### src/rtl/amou_pkg.sv
package amou_pkg;

   localparam int OP_W   = 4;
   localparam int ADDR_W = 10;
   localparam int DATA_W = 32;
   localparam int DEST_W = 5;

   typedef enum logic [OP_W-1:0] {
      OP_LR   = 4'd0,
      OP_SC   = 4'd1,
      OP_SWAP = 4'd2,
      OP_ADD  = 4'd3,
      OP_XOR  = 4'd4,
      OP_AND  = 4'd5,
      OP_OR   = 4'd6,
      OP_MIN  = 4'd7,
      OP_MAX  = 4'd8,
      OP_MINU = 4'd9,
      OP_MAXU = 4'd10
   } op_type;

   // Commands from the controller to the datapath.
   typedef struct packed {
      logic load;
      logic rem_step;
      logic rd_en;
      logic exec;
      logic clr_en;
   } dp_cmd_type;

   localparam logic [DATA_W-1:0] SC_PASS = 32'd0;
   localparam logic [DATA_W-1:0] SC_FAIL = 32'd1;

endpackage

### src/rtl/amou_ctrl.sv
module amou_ctrl
   import amou_pkg::*;
#(
   parameter int MEM_WORDS = 1024
) (
   input  logic                         clock,
   input  logic                         reset,
   input  logic                         start,
   output logic                         busy,
   output logic                         rsp_strobe,
   output dp_cmd_type                   cmd,
   output logic [$clog2(MEM_WORDS)-1:0] clr_addr
);

   localparam int IDX_W  = $clog2(MEM_WORDS);
   // The address needs folding only when it can reach past the memory.
   localparam bit REDUCE = (MEM_WORDS < (1 << ADDR_W));

   typedef enum logic [2:0] {
      S_CLEAR,
      S_IDLE,
      S_REDUCE,
      S_READ,
      S_EXEC
   } state_type;

   state_type           state_ff, state_in;
   logic [IDX_W-1:0]    clr_cnt_ff, clr_cnt_in;
   logic                busy_ff, busy_in;
   logic                strobe_ff, strobe_in;

   always_comb begin
      state_in    = state_ff;
      clr_cnt_in  = clr_cnt_ff;
      unique case (state_ff)
         S_CLEAR: begin
            clr_cnt_in = clr_cnt_ff + 1'b1;
            if (clr_cnt_ff == IDX_W'(MEM_WORDS - 1)) begin
               state_in = S_IDLE;
            end
         end
         S_IDLE: begin
            if (start) begin
               state_in = REDUCE ? S_REDUCE : S_READ;
            end
         end
         S_REDUCE: begin
            state_in = S_READ;
         end
         S_READ: begin
            state_in = S_EXEC;
         end
         S_EXEC: begin
            state_in = S_IDLE;
         end
         default: begin
            state_in = S_IDLE;
         end
      endcase
      busy_in   = (state_in != S_IDLE);
      strobe_in = (state_ff == S_EXEC);
   end

   always_ff @(posedge clock) begin
      if (reset) begin
         state_ff    <= S_CLEAR;
         clr_cnt_ff  <= '0;
         busy_ff     <= 1'b1;
         strobe_ff   <= 1'b0;
      end else begin
         state_ff    <= state_in;
         clr_cnt_ff  <= clr_cnt_in;
         busy_ff     <= busy_in;
         strobe_ff   <= strobe_in;
      end
   end

   always_comb begin
      cmd.load     = (state_ff == S_IDLE) && start;
      cmd.rem_step = (state_ff == S_REDUCE);
      cmd.rd_en    = (state_ff == S_READ);
      cmd.exec     = (state_ff == S_EXEC);
      cmd.clr_en   = (state_ff == S_CLEAR);
   end

   assign clr_addr   = clr_cnt_ff;
   assign busy       = busy_ff;
   assign rsp_strobe = strobe_ff;

endmodule

### config.mk
export PLATFORM = sky130hd
export DESIGN_NAME = amou_ctrl
export DESIGN_NICKNAME = d
export VERILOG_FILES = /design/src/rtl/amou_pkg.sv /design/src/rtl/amou_ctrl.sv
export SDC_FILE = /design/constraint.sdc
export NUM_CORES = 1
export LEC_CHECK = 0
export ABC_AREA = 0
export BUFFER_PORTS_ARGS = -buffer_cell sky130_fd_sc_hd__buf_2
export CORE_MARGIN = 4
export CORE_UTILIZATION = 48
export CTS_CLUSTER_DIAMETER = 30
export DETAILED_ROUTE_END_ITERATION = 16
export GPL_ROUTABILITY_DRIVEN = 0
export PLACE_DENSITY = 0.77
export SETUP_SLACK_MARGIN = 0.1
export SLEW_MARGIN = 20
export SYNTH_ARGS = -nofsm -noshare
export SYNTH_HDL_FRONTEND = slang
export SYNTH_SLANG_ARGS = --single-unit
export TNS_END_PERCENT = 1
### constraint.sdc
create_clock -name clock -period 2.3 [get_ports clock]
set_clock_uncertainty 0.1 [all_clocks]
set_input_delay 0.115 -clock clock [delete_from_list [all_inputs] [get_ports clock]]
set_output_delay 0.115 -clock clock [all_outputs]
set_load 0.01 [all_outputs]
==> impl_metrics.json <==
{
  "wl_per_cell_um": 11.8,
  "path_clk_slew_ps": 80,
  "worstHoldPathType": "in2reg",
  "grt_pass1_wl_um": 2130,
  "drive_gt1_share_pct": 23.2,
  "finalHoldViolations": 0,
  "ant_nets": 0,
  "p_per_area_nw_per_um2": 565,
  "status": "finished, final reports clean",
  "p_leak_nw": 0.322,
  "drtIter0Drc": 14,
  "crit_slowest_cell": "or3_1",
  "insertion_delay_ps": 280,
  "wl_um": 1300,
  "hpwl_um": 940,
  "overflow": 0,
  "drc": 0,
  "htree_levels": 1,
  "area_delta_synth_final_pct": 17.9,
  "synth_cell_types": 26,
  "diodes": 0,
  "postCtsHoldBufs": 0,
  "grtUsageTotal_pct": 14.4,
  "dr.pass1.iters": 4,
  "cts_resized": 0,
  "dpl_cell_area_um2": 756,
  "cts_buffers": 3,
  "syn_nets": 80,
  "max-vdd-ir-drop_v": 0.000399,
  "tritoncts": "done",
  "slowest_delay_ps": 570,
  "final_cell_mix": "buf_2, dfxtp_1, a21oi_1",
  "grt_pass1_vias": 514,
  "die_height_um": 45.2,
  "die_area_um2": 2040,
  "utilization_pct": 60.1,
  "crit_start": "state_ff[1]$_SDFF_PP0_",
  "layout_commonest_cell": "buf_2",
  "fmax_mhz": 533,
  "grt_max_degree": 18,
  "cp.required_ps": 2380,
  "cts-root-buf": "clkbuf_4",
  "cp_max_fo": 17,
  "reg2reg_slack_ps": 420,
  "netlist_area_um2": 663,
  "boundaryPins": 20,
  "fin_crit_sh_pct": 81.5,
  "worstPathArrival_ps": 1950,
  "setup_viol": 0,
  "vias": 606,
  "rsz0062_at_grt": "no",
  "synthCells": 76,
  "fin_setup_tns_ps": 0,
  "criticalPathCategory": "reg2reg",
  "final_max_slew_viol_count": 0,
  "end_kind": "flip-flop",
  "fp.coreArea_um2": 1300,
  "antenna_found_initial": 0,
  "cts_buffer_depth": 2,
  "portBuffers": 19,
  "vias_per_cell": 5.51,
  "worst-slew-pin-transition_ps": 430,
  "hold_start": "reset",
  "synth_warnings": 0,
  "ys_seq_area_share_pct": 45.3,
  "maxCapViolCount": 0,
  "cts_setup_buffers": 0,
  "fin_area_um2": 782,
  "die_x_um": 45.2,
  "slew_headroom_pct": 71.3,
  "numClockSinks": 15,
  "rr_startpoint": "state_ff[1]$_SDFF_PP0_",
  "crit_path_start_kind": "flip-flop",
  "cp_cell_sequence": "or3_1, nor4_1, mux2_1",
  "nets": 100,
  "rows": 13,
  "synth-seq-cells": 15,
  "start_util_pct": 51.0,
  "synth_area_per_cell_um2": 8.73,
  "period_needed_ps": 1880
}
==> state kept, by name, summed over array words and instances, names as in the netlist <==
register and cells:
busy 1, clr_addr 10, rsp_strobe 1, state_ff 3
==> worst max-delay path, delay by kind of cell, from the launching register on <==
family | cells | cell delay, ps
flip-flops | 1 | 350
multiplexers | 1 | 350
AND/OR/NAND/NOR | 2 | 970
==> Yosys cell counts <==
master | instances | area share (%)
dfxtp_1 | 15 | 45
a21oi_1 | 8 | 6.0
nor2_1 | 5 | 2.8
o31ai_1 | 5 | 5.7
inv_1 | 4 | 2.3
nand3_1 | 4 | 3.0
or3_1 | 4 | 3.8
or4_1 | 4 | 4.5
nand2_1 | 3 | 1.7
nand4_1 | 3 | 2.8
nor2b_1 | 3 | 2.8
o21ai_0 | 3 | 2.3
nor3b_1 | 2 | 2.3
a21o_1 | 1 | 1.1
and2_1 | 1 | 0.94
and3b_1 | 1 | 1.3
buf_2 | 1 | 0.75
buf_4 | 1 | 1.1
clkbuf_1 | 1 | 0.57
clkbuf_2 | 1 | 0.75
ha_1 | 1 | 1.9
mux2_1 | 1 | 1.7
nand3b_1 | 1 | 1.1
nor4_1 | 1 | 0.94
or2b_1 | 1 | 1.1
xnor2_1 | 1 | 1.3
==> cell families after synthesis <==
kind of cell	count (synthesis)	share of synthesized area (%)
adders and majority gates	1	1.89
and+or+nand+nor	33	29.2
buffers and inverters	8	5.47
AOI/OAI and AO/OA	17	15.1
muxes	1	1.70
xor gates and xnor gates	1	1.32
DFF	15	45.3
==> final cells by class <==
cell class | instances | area [µm²]
sequential | 15 | 300
fill | 137 | 519
clock buffer | 4 | 26.3
tap | 15 | 18.8
multi-input combinational | 53 | 327
timing repair buffer | 19 | 95.1
inverter | 4 | 15.0
==> power breakdown <==
| part | internal [W] | switching [W] | leakage, nW |
|---|---|---|---|
| logic | 0.00000964 | 0.0000132 | 0.185 |
| clock network | 0.0000673 | 0.0000808 | 0.0150 |
| registers | 0.000264 | 0.00000644 | 0.121 |
| total | 0.000341 | 0.000100 | 0.322 |
==> worst paths after layout <==
path              depth (start not counted)                       end
setup reg to reg                          3  clr_addr[9]$_SDFFE_PP0P_
setup / recovery                          3  clr_addr[9]$_SDFFE_PP0P_
hold reg to reg                           2  clr_addr[8]$_SDFFE_PP0P_
hold / removal                            2    state_ff[1]$_SDFF_PP0_
==> per-layer routing <==
layer | global-route usage, % | share of wire [%] | wire length (µm) | vias up
met5 | 0 | 0 | 0 | -
met3 | 3.59 | 6.5 | 84 | 5
met1 | 18.0 | 46 | 598 | 272
met4 | 8.77 | 2.6 | 34 | 0
met2 | 22.0 | 45 | 582 | 15
li1 | - | - | - | 314
==> through the flow <==
step | hold slack, ps | total power (W) | instances | setup WS [ps]
finish | 70.3 | 0.000442 | 110 | 425
global route | 84.9 | 0.000466 | 110 | 281
CTS | 65.5 | 0.000446 | 110 | 416
detailed placement | 359 | 0.000300 | 106 | 428
global placement | 358 | 0.000299 | 106 | 508
floorplan | 86.6 | 0.000289 | 76 | 671
No activity file was read; power rests on OpenSTA's default activity.
